`src/rtl/rlfp_pkg.sv`:
```
package rlfp_pkg;

  // result status codes
  localparam logic [2:0] STATUS_PENDING  = 3'd0;
  localparam logic [2:0] STATUS_SYNC_DROP = 3'd1;
  localparam logic [2:0] STATUS_LEN_ERR  = 3'd2;
  localparam logic [2:0] STATUS_CRC_ERR  = 3'd3;
  localparam logic [2:0] STATUS_GOOD     = 3'd4;

  // configuration register indexes
  localparam logic CFG_IDX_SYNC_ADDRESS   = 1'b0;
  localparam logic CFG_IDX_MAX_LENGTH     = 1'b1;

  // length byte bounds and crc polynomial
  localparam logic [7:0] LEN_MIN       = 8'd2;
  localparam int         LEN_MAX       = 62;
  localparam logic [7:0] CRC_POLY      = 8'hD5;
  localparam logic [7:0] SYNC_ADDR_RST = 8'd200;
  localparam logic [5:0] MAX_LEN_RST   = 6'd62;

  typedef enum logic [1:0] {
    ST_IDLE,
    ST_READ,
    ST_LOAD
  } rlfp_state_t;

  // one byte of crc-8, msb first, no final xor
  function automatic logic [7:0] crc_feed(input logic [7:0] crc, input logic [7:0] b);
    logic [7:0] c;
    c = crc ^ b;
    for (int k = 0; k < 8; k++) begin
      if (c[7]) begin
        c = {c[6:0], 1'b0} ^ CRC_POLY;
      end else begin
        c = {c[6:0], 1'b0};
      end
    end
    return c;
  endfunction

endpackage

```
`src/rtl/rlfp_ram.sv`:
```
module rlfp_ram #(
  parameter int WIDTH = 8,
  parameter int DEPTH = 64,
  localparam int AW = $clog2(DEPTH)
) (
  input  logic             clk,
  input  logic             we,
  input  logic [AW-1:0]    waddr,
  input  logic [WIDTH-1:0] wdata,
  input  logic             re,
  input  logic [AW-1:0]    raddr,
  output logic [WIDTH-1:0] rdata
);

  logic [WIDTH-1:0] mem [DEPTH];

  always_ff @(posedge clk) begin
    if (we) begin
      mem[waddr] <= wdata;
    end
    if (re) begin
      rdata <= mem[raddr];
    end
  end

endmodule

```
`src/rtl/rc_link_frame_parser_crc8.sv`:
```
// rc link frame parser with crc-8 check
// input channel: one received serial byte per transaction (in_valid, in_stall,
//   in_rx_byte). the parser hunts for the sync address, checks the length
//   byte, buffers the frame in a single-port-write ram and checks crc-8
//   (poly 0xd5, start 0) over type and payload against the final byte
// result channel: out_valid, out_stall and one port per field. every byte
//   that does not complete a good frame gives one status result; a good frame
//   gives one result per payload byte (or one result for an empty payload)
// timing: a status result is registered and shows in the cycle after its byte
//   is accepted. each payload byte of a good frame is read from the ram in
//   the read state, then loaded into the output register in the load state
// throughput: one byte per cycle outside of payload readout and output stalls
// stall: a held result holds the output register; the input is stalled while
//   the output register is full and stalled, and during payload readout
// reset: synchronous, active low; clears the hunt state and all four 32-bit
//   counters and restores sync address 200 and max length byte 62. the frame
//   ram needs no clearing, entries are read only after being written
// configuration: cfg_write_en with cfg_index; the user must write only while
//   the parser idles, which the block itself does not enforce
module rc_link_frame_parser_crc8 #(
  parameter int MAX_FRAME_BYTES = 64
) (
  input  logic        clk,
  input  logic        rst_n,
  // configuration writes
  input  logic        cfg_write_en,
  input  logic        cfg_index,
  input  logic [7:0]  cfg_data,
  // received bytes
  input  logic        in_valid,
  output logic        in_stall,
  input  logic [7:0]  in_rx_byte,
  // results
  output logic        out_valid,
  input  logic        out_stall,
  output logic [2:0]  out_status,
  output logic [7:0]  out_frame_type,
  output logic [5:0]  out_payload_count,
  output logic [5:0]  out_payload_index,
  output logic [7:0]  out_payload_byte,
  output logic        out_last,
  output logic [31:0] out_sync_drops,
  output logic [31:0] out_length_errors,
  output logic [31:0] out_crc_errors,
  output logic [31:0] out_good_frames
);

  import rlfp_pkg::*;

  localparam int AW = $clog2(MAX_FRAME_BYTES);
  // effective ceiling on the length byte from frame buffer size
  localparam int LimitCap = (MAX_FRAME_BYTES - 2 < LEN_MAX) ? MAX_FRAME_BYTES - 2 : LEN_MAX;
  localparam logic [7:0] LIMIT_CAP = 8'(LimitCap);
  localparam logic [6:0] MAX_POS   = 7'(MAX_FRAME_BYTES);

  // control and configuration state
  rlfp_state_t state_r, state_nxt;
  logic [7:0]  sync_addr_r;
  logic [5:0]  max_len_r;
  logic [6:0]  pos_r, pos_nxt;
  logic [6:0]  size_r, size_nxt;
  logic [7:0]  crc_r, crc_nxt;
  logic [7:0]  type_r, type_nxt;
  logic [5:0]  plen_r, plen_nxt;
  logic [5:0]  idx_r, idx_nxt;

  // wrapping event counters
  logic [31:0] sync_drops_r, sync_drops_nxt;
  logic [31:0] len_errs_r, len_errs_nxt;
  logic [31:0] crc_errs_r, crc_errs_nxt;
  logic [31:0] good_frames_r, good_frames_nxt;

  // output register
  logic        out_valid_r, out_valid_nxt;
  logic [2:0]  out_status_r, out_status_nxt;
  logic [7:0]  out_type_r, out_type_nxt;
  logic [5:0]  out_plen_r, out_plen_nxt;
  logic [5:0]  out_idx_r, out_idx_nxt;
  logic [7:0]  out_byte_r, out_byte_nxt;
  logic        out_last_r, out_last_nxt;

  // frame ram port signals
  logic          ram_we;
  logic [AW-1:0] ram_waddr;
  logic          ram_re;
  logic [AW-1:0] ram_raddr;
  logic [7:0]    ram_rdata;

  logic       in_accept;
  logic       out_free;
  logic [7:0] limit_c;
  logic [6:0] pos_inc_c;
  logic [6:0] rd_addr_c;
  logic       run_last_c;

  rlfp_ram #(
    .WIDTH (8),
    .DEPTH (MAX_FRAME_BYTES)
  ) u_frame_ram (
    .clk   (clk),
    .we    (ram_we),
    .waddr (ram_waddr),
    .wdata (in_rx_byte),
    .re    (ram_re),
    .raddr (ram_raddr),
    .rdata (ram_rdata)
  );

  // input waits while a result sits stalled or the payload is being read out
  assign out_free  = !out_valid_r || !out_stall;
  assign in_stall  = (state_r != ST_IDLE) || !out_free;
  assign in_accept = in_valid && !in_stall;

  // length limit: smallest of register, 62 and buffer size minus two
  assign limit_c    = ({2'b00, max_len_r} < LIMIT_CAP) ? {2'b00, max_len_r} : LIMIT_CAP;
  assign pos_inc_c  = pos_r + 7'd1;
  // payload starts after address, length and type
  assign rd_addr_c  = {1'b0, idx_r} + 7'd3;
  assign ram_raddr  = rd_addr_c[AW-1:0];
  assign run_last_c = ({1'b0, idx_r} + 7'd1) == {1'b0, plen_r};

  always_comb begin
    state_nxt       = state_r;
    pos_nxt         = pos_r;
    size_nxt        = size_r;
    crc_nxt         = crc_r;
    type_nxt        = type_r;
    plen_nxt        = plen_r;
    idx_nxt         = idx_r;
    sync_drops_nxt  = sync_drops_r;
    len_errs_nxt    = len_errs_r;
    crc_errs_nxt    = crc_errs_r;
    good_frames_nxt = good_frames_r;
    out_valid_nxt   = out_valid_r && out_stall;
    out_status_nxt  = out_status_r;
    out_type_nxt    = out_type_r;
    out_plen_nxt    = out_plen_r;
    out_idx_nxt     = out_idx_r;
    out_byte_nxt    = out_byte_r;
    out_last_nxt    = out_last_r;
    ram_we          = 1'b0;
    ram_waddr       = pos_r[AW-1:0];
    ram_re          = 1'b0;

    unique case (state_r)
      ST_IDLE: begin
        if (in_accept) begin
          // status result unless a good frame with payload starts a readout
          out_valid_nxt  = 1'b1;
          out_status_nxt = STATUS_PENDING;
          out_type_nxt   = 8'd0;
          out_plen_nxt   = 6'd0;
          out_idx_nxt    = 6'd0;
          out_byte_nxt   = 8'd0;
          out_last_nxt   = 1'b1;

          if (pos_r == 7'd0) begin
            // hunting for the address byte
            if (in_rx_byte != sync_addr_r) begin
              sync_drops_nxt = sync_drops_r + 32'd1;
              out_status_nxt = STATUS_SYNC_DROP;
            end else begin
              ram_we  = 1'b1;
              pos_nxt = 7'd1;
            end
          end else if (pos_r == 7'd1) begin
            // length byte
            if (in_rx_byte < LEN_MIN || in_rx_byte > limit_c) begin
              len_errs_nxt   = len_errs_r + 32'd1;
              out_status_nxt = STATUS_LEN_ERR;
              size_nxt       = 7'd0;
              if (in_rx_byte == sync_addr_r) begin
                // bad length that is itself the address starts a new frame
                ram_we    = 1'b1;
                ram_waddr = '0;
                pos_nxt   = 7'd1;
              end else begin
                pos_nxt = 7'd0;
              end
            end else begin
              ram_we   = 1'b1;
              pos_nxt  = 7'd2;
              size_nxt = in_rx_byte[6:0] + 7'd2;
              crc_nxt  = 8'd0;
            end
          end else if (pos_r >= size_r || pos_r >= MAX_POS) begin
            // overrun guard
            len_errs_nxt   = len_errs_r + 32'd1;
            out_status_nxt = STATUS_LEN_ERR;
            pos_nxt        = 7'd0;
            size_nxt       = 7'd0;
          end else begin
            ram_we = 1'b1;
            if (pos_r == 7'd2) begin
              type_nxt = in_rx_byte;
            end
            if (pos_inc_c != size_r) begin
              crc_nxt = crc_feed(crc_r, in_rx_byte);
              pos_nxt = pos_inc_c;
            end else begin
              // final byte carries the crc
              pos_nxt  = 7'd0;
              size_nxt = 7'd0;
              if (in_rx_byte != crc_r) begin
                crc_errs_nxt   = crc_errs_r + 32'd1;
                out_status_nxt = STATUS_CRC_ERR;
              end else begin
                good_frames_nxt = good_frames_r + 32'd1;
                out_status_nxt  = STATUS_GOOD;
                out_type_nxt    = type_r;
                if (size_r != 7'd4) begin
                  // payload run comes from the ram
                  out_valid_nxt = 1'b0;
                  plen_nxt      = 6'(size_r - 7'd4);
                  idx_nxt       = 6'd0;
                  state_nxt     = ST_READ;
                end
              end
            end
          end
        end
      end

      ST_READ: begin
        ram_re    = 1'b1;
        state_nxt = ST_LOAD;
      end

      ST_LOAD: begin
        if (out_free) begin
          out_valid_nxt  = 1'b1;
          out_status_nxt = STATUS_GOOD;
          out_type_nxt   = type_r;
          out_plen_nxt   = plen_r;
          out_idx_nxt    = idx_r;
          out_byte_nxt   = ram_rdata;
          out_last_nxt   = run_last_c;
          if (run_last_c) begin
            state_nxt = ST_IDLE;
          end else begin
            idx_nxt   = idx_r + 6'd1;
            state_nxt = ST_READ;
          end
        end
      end

      default: begin
        state_nxt = ST_IDLE;
      end
    endcase
  end

  always_ff @(posedge clk) begin
    if (!rst_n) begin
      state_r       <= ST_IDLE;
      sync_addr_r   <= SYNC_ADDR_RST;
      max_len_r     <= MAX_LEN_RST;
      pos_r         <= 7'd0;
      size_r        <= 7'd0;
      crc_r         <= 8'd0;
      sync_drops_r  <= 32'd0;
      len_errs_r    <= 32'd0;
      crc_errs_r    <= 32'd0;
      good_frames_r <= 32'd0;
      out_valid_r   <= 1'b0;
    end else begin
      state_r       <= state_nxt;
      pos_r         <= pos_nxt;
      size_r        <= size_nxt;
      crc_r         <= crc_nxt;
      sync_drops_r  <= sync_drops_nxt;
      len_errs_r    <= len_errs_nxt;
      crc_errs_r    <= crc_errs_nxt;
      good_frames_r <= good_frames_nxt;
      out_valid_r   <= out_valid_nxt;
      if (cfg_write_en) begin
        unique case (cfg_index)
          CFG_IDX_SYNC_ADDRESS: sync_addr_r <= cfg_data;
          CFG_IDX_MAX_LENGTH:   max_len_r   <= cfg_data[5:0];
          default: begin
          end
        endcase
      end
    end
  end

  // payload registers, no reset
  always_ff @(posedge clk) begin
    type_r       <= type_nxt;
    plen_r       <= plen_nxt;
    idx_r        <= idx_nxt;
    out_status_r <= out_status_nxt;
    out_type_r   <= out_type_nxt;
    out_plen_r   <= out_plen_nxt;
    out_idx_r    <= out_idx_nxt;
    out_byte_r   <= out_byte_nxt;
    out_last_r   <= out_last_nxt;
  end

  assign out_valid          = out_valid_r;
  assign out_status         = out_status_r;
  assign out_frame_type     = out_type_r;
  assign out_payload_count  = out_plen_r;
  assign out_payload_index  = out_idx_r;
  assign out_payload_byte   = out_byte_r;
  assign out_last           = out_last_r;
  // counters move only on accepted bytes, which a held result blocks
  assign out_sync_drops     = sync_drops_r;
  assign out_length_errors  = len_errs_r;
  assign out_crc_errors     = crc_errs_r;
  assign out_good_frames    = good_frames_r;

endmodule
```
`config.mk`:
```
export PLATFORM = sky130hd
export DESIGN_NAME = rc_link_frame_parser_crc8
export DESIGN_NICKNAME = d
export VERILOG_FILES = /design/src/rtl/rlfp_pkg.sv /design/src/rtl/rlfp_ram.sv /design/src/rtl/rc_link_frame_parser_crc8.sv
export SDC_FILE = /design/constraint.sdc
export NUM_CORES = 1
export LEC_CHECK = 0
export BUFFER_PORTS_ARGS = -buffer_cell sky130_fd_sc_hd__buf_2
export CAP_MARGIN = 20
export CORE_MARGIN = 2
export CORE_UTILIZATION = 38
export CTS_CLUSTER_DIAMETER = 150
export DETAILED_ROUTE_END_ITERATION = 7
export GPL_TIMING_DRIVEN = 1
export HOLD_SLACK_MARGIN = 0.06
export PLACE_DENSITY = 0.57
export SLEW_MARGIN = 20
export SYNTH_ARGS = -nofsm -noshare
export SYNTH_HDL_FRONTEND = slang
export SYNTH_SLANG_ARGS = --single-unit
```
`constraint.sdc`:
```
create_clock -name clk -period 6.4 [get_ports clk]
set_clock_uncertainty 0.05 [all_clocks]
set_input_delay 0.64 -clock clk [delete_from_list [all_inputs] [get_ports clk]]
set_output_delay 0.64 -clock clk [all_outputs]
set_load 0.02 [all_outputs]
```
# After elaboration in Yosys (flattened, before gate mapping)
# Memory sizes are Yosys's and may differ from the RTL's. A register that Yosys moved wholly into a read port is not among the register bits.
# Cells that the tools add are included.
op_classes:
  addsub: 10
  order_cmp: 5
  eq_ne: 24
  n_mux: 144
  n_bitwise: 15
  reduce_logical: 30
op_table:
  columns: ["operator", "count"]
  rows:
  - ["$mux W8", 63]
  - ["$add A32 B1 Y32 const B", 4]
  - ["$mux W6", 19]
  - ["$mux W32", 3]
  - ["$mux W7", 10]
  - ["$not A5 Y5", 8]
  - ["$pmux W6 S2", 3]
  - ["$pmux W8 S2", 2]
  - ["$mux W1", 24]
  - ["$ne A2 B2 Y1 const B", 12]
  - ["$mux W3", 7]
  - ["$mux W2", 9]
  - ["$ne A8 B8 Y1", 2]
  - ["$reduce_and A8 Y1", 2]
  - ["$reduce_and A7 Y1", 2]
  - ["$reduce_and A6 Y1", 2]
  - ["$reduce_and A10 Y1", 1]
  - ["$eq A8 B8 Y1", 1]
  - ["$gt A8 B6 Y1", 1]
  - ["$lt A8 B2 Y1 const B", 1]
  - ["$reduce_and A4 Y1", 2]
  - ["$reduce_bool A2 Y1", 4]
  - ["$xor A8 B8 Y8", 1]
  - ["$add A6 B1 Y7 const B", 1]
  - ["other kinds (29)", 44]
word_totals:
  register_bits: 219
  ram_bits: 512
  inputBits: 22
  out_inout_bits: 162
  elab_cells: 249
  n_memories: 1
mem_list:
  columns: ["name", "depth", "width", "rd", "rd_clocked_by_memory_dff", "write_ports", "line", "text"]
  rows:
  - ["u_frame_ram.mem", 64, 8, 1, 1, 1, "rlfp_ram.sv:15", "logic [WIDTH-1:0] mem [DEPTH];"]

# Depth between registers and ports, before layout
depth:
  depth_word: 62
  mapped_depth: 13
  ltp_nobuf: 10

# Modules after synthesis
# A second synthesis with hierarchy kept.
hier_totals:
  hier_cells: 2163
  hier_area_um2: 30978.5
modules_own_cells:
  columns: ["module", "n_inst", "cells_per_inst", "area_per_inst_um2", "seq_area_each_um2"]
  rows:
  - ["rlfp_ram", 1, 972, 20270.7, 15615.0]
  - ["rc_link_frame_parser_crc8", 1, 1191, 10707.8, 4904.7]

# Worst setup path after synthesis
# No wires, ideal clock.
synth_path:
  kind: "reg-to-reg"
  from: "register idx_r[0]"
  to: "register u_frame_ram.rdata[0] (read register of u_frame_ram.mem), data pin"
  setup_ns: 0.272
  arrival_time_ns: 3.675
  t_required_ns: 6.078
  setup_slack_ns: 2.403
  stages_incl_launch_ff: 11
  path_buffers: 5
  period_less_slack_ns: 3.997
  path_cell_list: "edfxtp_1 clkbuf_1 clkbuf_1 buf_1 inv_1 ha_1 clkbuf_1 clkbuf_1 mux4_2 mux4_2 mux4_2"
synth_between:
  elab_chain_len: 1
synth_lines:
  columns: ["element", "line", "text"]
  rows:
  - ["from (decl)", "rc_link_frame_parser_crc8.sv:65", "logic [5:0] idx_r, idx_nxt;"]
  - ["from (signal assigned)", "rc_link_frame_parser_crc8.sv:291", "idx_r <= idx_nxt;"]
  - ["$add A6 B2 Y6", "rc_link_frame_parser_crc8.sv:118", "assign rd_addr_c = {1'b0, idx_r} + 7'd3;"]
  - ["net rd_addr_c[0]", "rc_link_frame_parser_crc8.sv:93", "logic [6:0] rd_addr_c;"]
  - ["to (decl)", "rlfp_ram.sv:12", "output logic [WIDTH-1:0] rdata"]
# The timed path passes the listed nets, and every way through them passes these cells.
# A chain may end at the register's enable or synchronous reset.

# Final worst setup path
layout_path:
  from: "register pos_r[0]"
  to: "memory u_frame_ram.mem[27][5] (enable)"
layout_between:
  elab_chain_len: 9
layout_lines:
  columns: ["element", "line", "text"]
  rows:
  - ["from (decl)", "rc_link_frame_parser_crc8.sv:60", "logic [6:0] pos_r, pos_nxt;"]
  - ["from (signal assigned)", "rc_link_frame_parser_crc8.sv:268", "pos_r <= pos_nxt;"]
  - ["$ge A7 B7 Y1", "rc_link_frame_parser_crc8.sv:186", "end else if (pos_r >= size_r || pos_r >= MAX_POS) begin"]
  - ["$logic_or A1 B1 Y1", "rc_link_frame_parser_crc8.sv:186", null]
  - ["$mux W1", "rc_link_frame_parser_crc8.sv:186", null]
  - ["$mux W1", "rc_link_frame_parser_crc8.sv:166", "end else if (pos_r == 7'd1) begin"]
  - ["$mux W1", "rc_link_frame_parser_crc8.sv:157", "if (pos_r == 7'd0) begin"]
  - ["$mux W1", "rc_link_frame_parser_crc8.sv:147", "if (in_accept) begin"]
  - ["$mux W1", "rc_link_frame_parser_crc8.sv:145", "unique case (state_r)"]
  - ["$mux W1", "rlfp_ram.sv:18", "if (we) begin"]
  - ["$mux W1 (not written as such)", "rlfp_ram.sv:19", "mem[waddr] <= wdata;"]
  - ["to (decl)", "rlfp_ram.sv:15", null]
# Several ways; a longest one is shown, not always the timed one.

==> reports/metrics.yaml <==
critical_path:
  critPathKind: "reg2reg"
  r2r_start: "pos_r[0]$_SDFFE_PN0P_"
  worstSetupEndpointType: "flip-flop"
  path_max_fanout: 8
  required_ns: 6.62
  worstPathArrival_ns: 4.88
  cp-start-kind: "flip-flop"
  worstSetupStartpoint: "pos_r[0]$_SDFFE_PN0P_"
power_and_ir_drop:
  irDropWorstVdd_mv: 0.189
  p_leak_nw: 11.6
  cellPowerDensity_nw_per_um2: 279
synth:
  syn_area_um2: 30700
  syn-instance-count: 2016
  yosysWarnings: 0
  syn-num-nets: 2065
  ys.flop_type: "edfxtp_1"
  yosysTopAreaCellShare: 0.559
  ys_seq_area_frac: 0.668
  avgSynthCellArea_um2: 15.2
  synth_area_leaders: "edfxtp_1 56%, mux4_2 12%, dfxtp_1 11%, xnor2_1 3.0%, nor2_1 1.8%"
  synth_top_area_cell: "edfxtp_1"
  synth.distinct_cells: 63
  synth_seq_cells: 739
  synth-edff-count: 572
  async_reset_ff_frac: 0
routing:
  vias: 18326
  viasPerCell: 5.47
  wirelength_um: 79800
  firstDrtPassIters: 5
  drt-initial-drc-count: 1511
  drc: 0
  avgRoutedWirePerCell_um: 23.8
  final_antenna_net_count: 0
cts:
  cts_tree: "yes"
  insertion_delay_ns: 0.62
  cts.sinks: 739
  clkTransAtPathRegs_ns: 0.06
  ctsHtreeMaxLevel: 3
  postCtsSetupRepairBufs: 0
  numCtsBuffers: 79
  cts_buffer_depth: 3
  clock-root-buffer: "clkbuf_16"
  ctsHoldBuffers: 0
  cts_resized: 0
timing:
  hold_viol: 0
  period_needed_ns: 4.66
  max_slew.worst_pin.slew_ns: 1.13
  slew_violations: 0
  grt_setup_unrepaired: "false"
  period_share: 0.729
  tns_ns: 0
  clock.fmax_mhz: 214
  slew_headroom: 0.248
  setup_viol: 0
run:
  cap_violations: 0
floorplan:
  core_area_um2: 80300
  ios: 184
  die-width_um: 288
  die_h_um: 288
  die-area_um2: 83200
  num_rows: 104
  initial_utilization: 0.383
cells_and_area:
  final_nets: 2271
  final_common_cell: "edfxtp_1"
  area_growth_pct: 16.5
  drive_above_1_share: 0.246
  layout_common_cells: "572 x edfxtp_1, 183 x buf_2, 168 x mux4_2"
  final_cells: 3350
grt:
  grt_usage: 0.193
  antenna_found_initial: 11
  grt_max_degree: 94
  grt_pass1_vias: 18595
  grt_pass1_wl_um: 120000
  grt_overflow: 0
place:
  portBuffers: 183
  place.gp.congestion: 0.844
  dpl.hpwl_um: 52400
  dpl.cell_count: 3201
hold_path:
  hp-class: "in2reg"
  min_from: "cfg_data[7]"
status:
  status: "finished clean"
-- metal layers --
metal / wire length (µm) / GRT usage / vias up
met5: 37 / 0 / -
met4: 2140 / 0.0562 / 6
met3: 5020 / 0.0383 / 134
met2: 38800 / 0.315 / 594
met1: 33800 / 0.262 / 9395
li1: - / - / 8197
-- state kept, by name, summed over array words and instances, names as in the netlist, 8 cells and up --
name	flops
crc_r	8
sync_addr_r	8
u_frame_ram.rdata	8
out_frame_type	8
u_frame_ram.mem	512
out_good_frames	32
out_sync_drops	32
out_length_errors	32
out_payload_byte	8
type_r	8
out_crc_errors	32
-- Yosys cell counts, types with 10 or more instances --
library cell	count
clkbuf_1	76
nand2_1	106
nand4_1	36
and2_1	53
mux4_2	168
inv_1	38
dfxtp_1	167
nor2_1	146
and4_1	11
and3_1	29
nor4_1	48
nand3_1	86
nor3_1	52
buf_1	16
a21oi_1	56
edfxtp_1	572
or3_1	28
xor2_1	47
xnor2_1	104
o21ai_0	42
ha_1	27
o21a_1	10
-- kinds of logic after synthesis --
group | count (synthesis) | synth area share
flip-flops | 739 | 0.668
AND/OR/NAND/NOR | 640 | 0.107
multiplexers | 169 | 0.123
AO/OA/AOI/OAI | 152 | 0.0306
XOR/XNOR | 151 | 0.0430
buffers and inverters | 138 | 0.0173
adder cells (fa/ha/maj) | 27 | 0.0110
-- worst paths after layout --
check        cells after the start  slack [ns]                               end
max reg2reg                      9        1.74  u_frame_ram.mem[27][5]$_DFFE_PP_
max                              9        1.74  u_frame_ram.mem[27][5]$_DFFE_PP_
min reg2reg                      2        0.43       sync_addr_r[0]$_SDFFE_PN0P_
min                              3        0.18       sync_addr_r[7]$_SDFFE_PN1P_
-- where the power goes --
group / total [mW] / internal (mW) / leakage (nW) / switching (mW)
clock: 4.58 / 2.67 / 1.27 / 1.92
sequential: 5.18 / 5.17 / 6.51 / 0.00882
combinational: 0.209 / 0.0491 / 3.80 / 0.160
-- critical path: stages (launching register included) --
cell,delay [ns]
dfxtp_1,0.47
inv_1,0.19
ha_1,0.38
nand2b_1,0.16
a211o_1,0.32
a21oi_1,0.30
a2bb2oi_2,0.12
a2111oi_1,0.79
nand3_1,0.71
nor2_1,0.80
-- cell type report --
| type | count | area, µm² |
|---|---|---|
| flip-flops and latches | 739 | 20500 |
| multi-input cells | 1139 | 9930 |
| well taps | 1060 | 1330 |
| inverters | 38 | 145 |
| repair buffers | 225 | 1260 |
| fillers | 7025 | 44500 |
| clock buffers | 96 | 2120 |
| diodes | 5 | 12.5 |
| clock inverters | 48 | 490 |
-- stage by stage --
stage | total power, mW | worst slack, ns | hold slack [ns] | util | area (µm²)
after floorplan | 5.38 | 2.40 | 0.399 | - | 30700
after global placement | 5.50 | 1.57 | 0.423 | 0.412 | 33100
after detailed placement | 5.50 | 1.44 | 0.420 | 0.413 | 33200
after CTS | 10.1 | 1.81 | 0.137 | 0.445 | 35800
after global routing | 10.3 | 1.41 | 0.163 | 0.446 | 35800
final | 9.98 | 1.74 | 0.183 | 0.446 | 35800
Power figures use the tool's default switching activity.
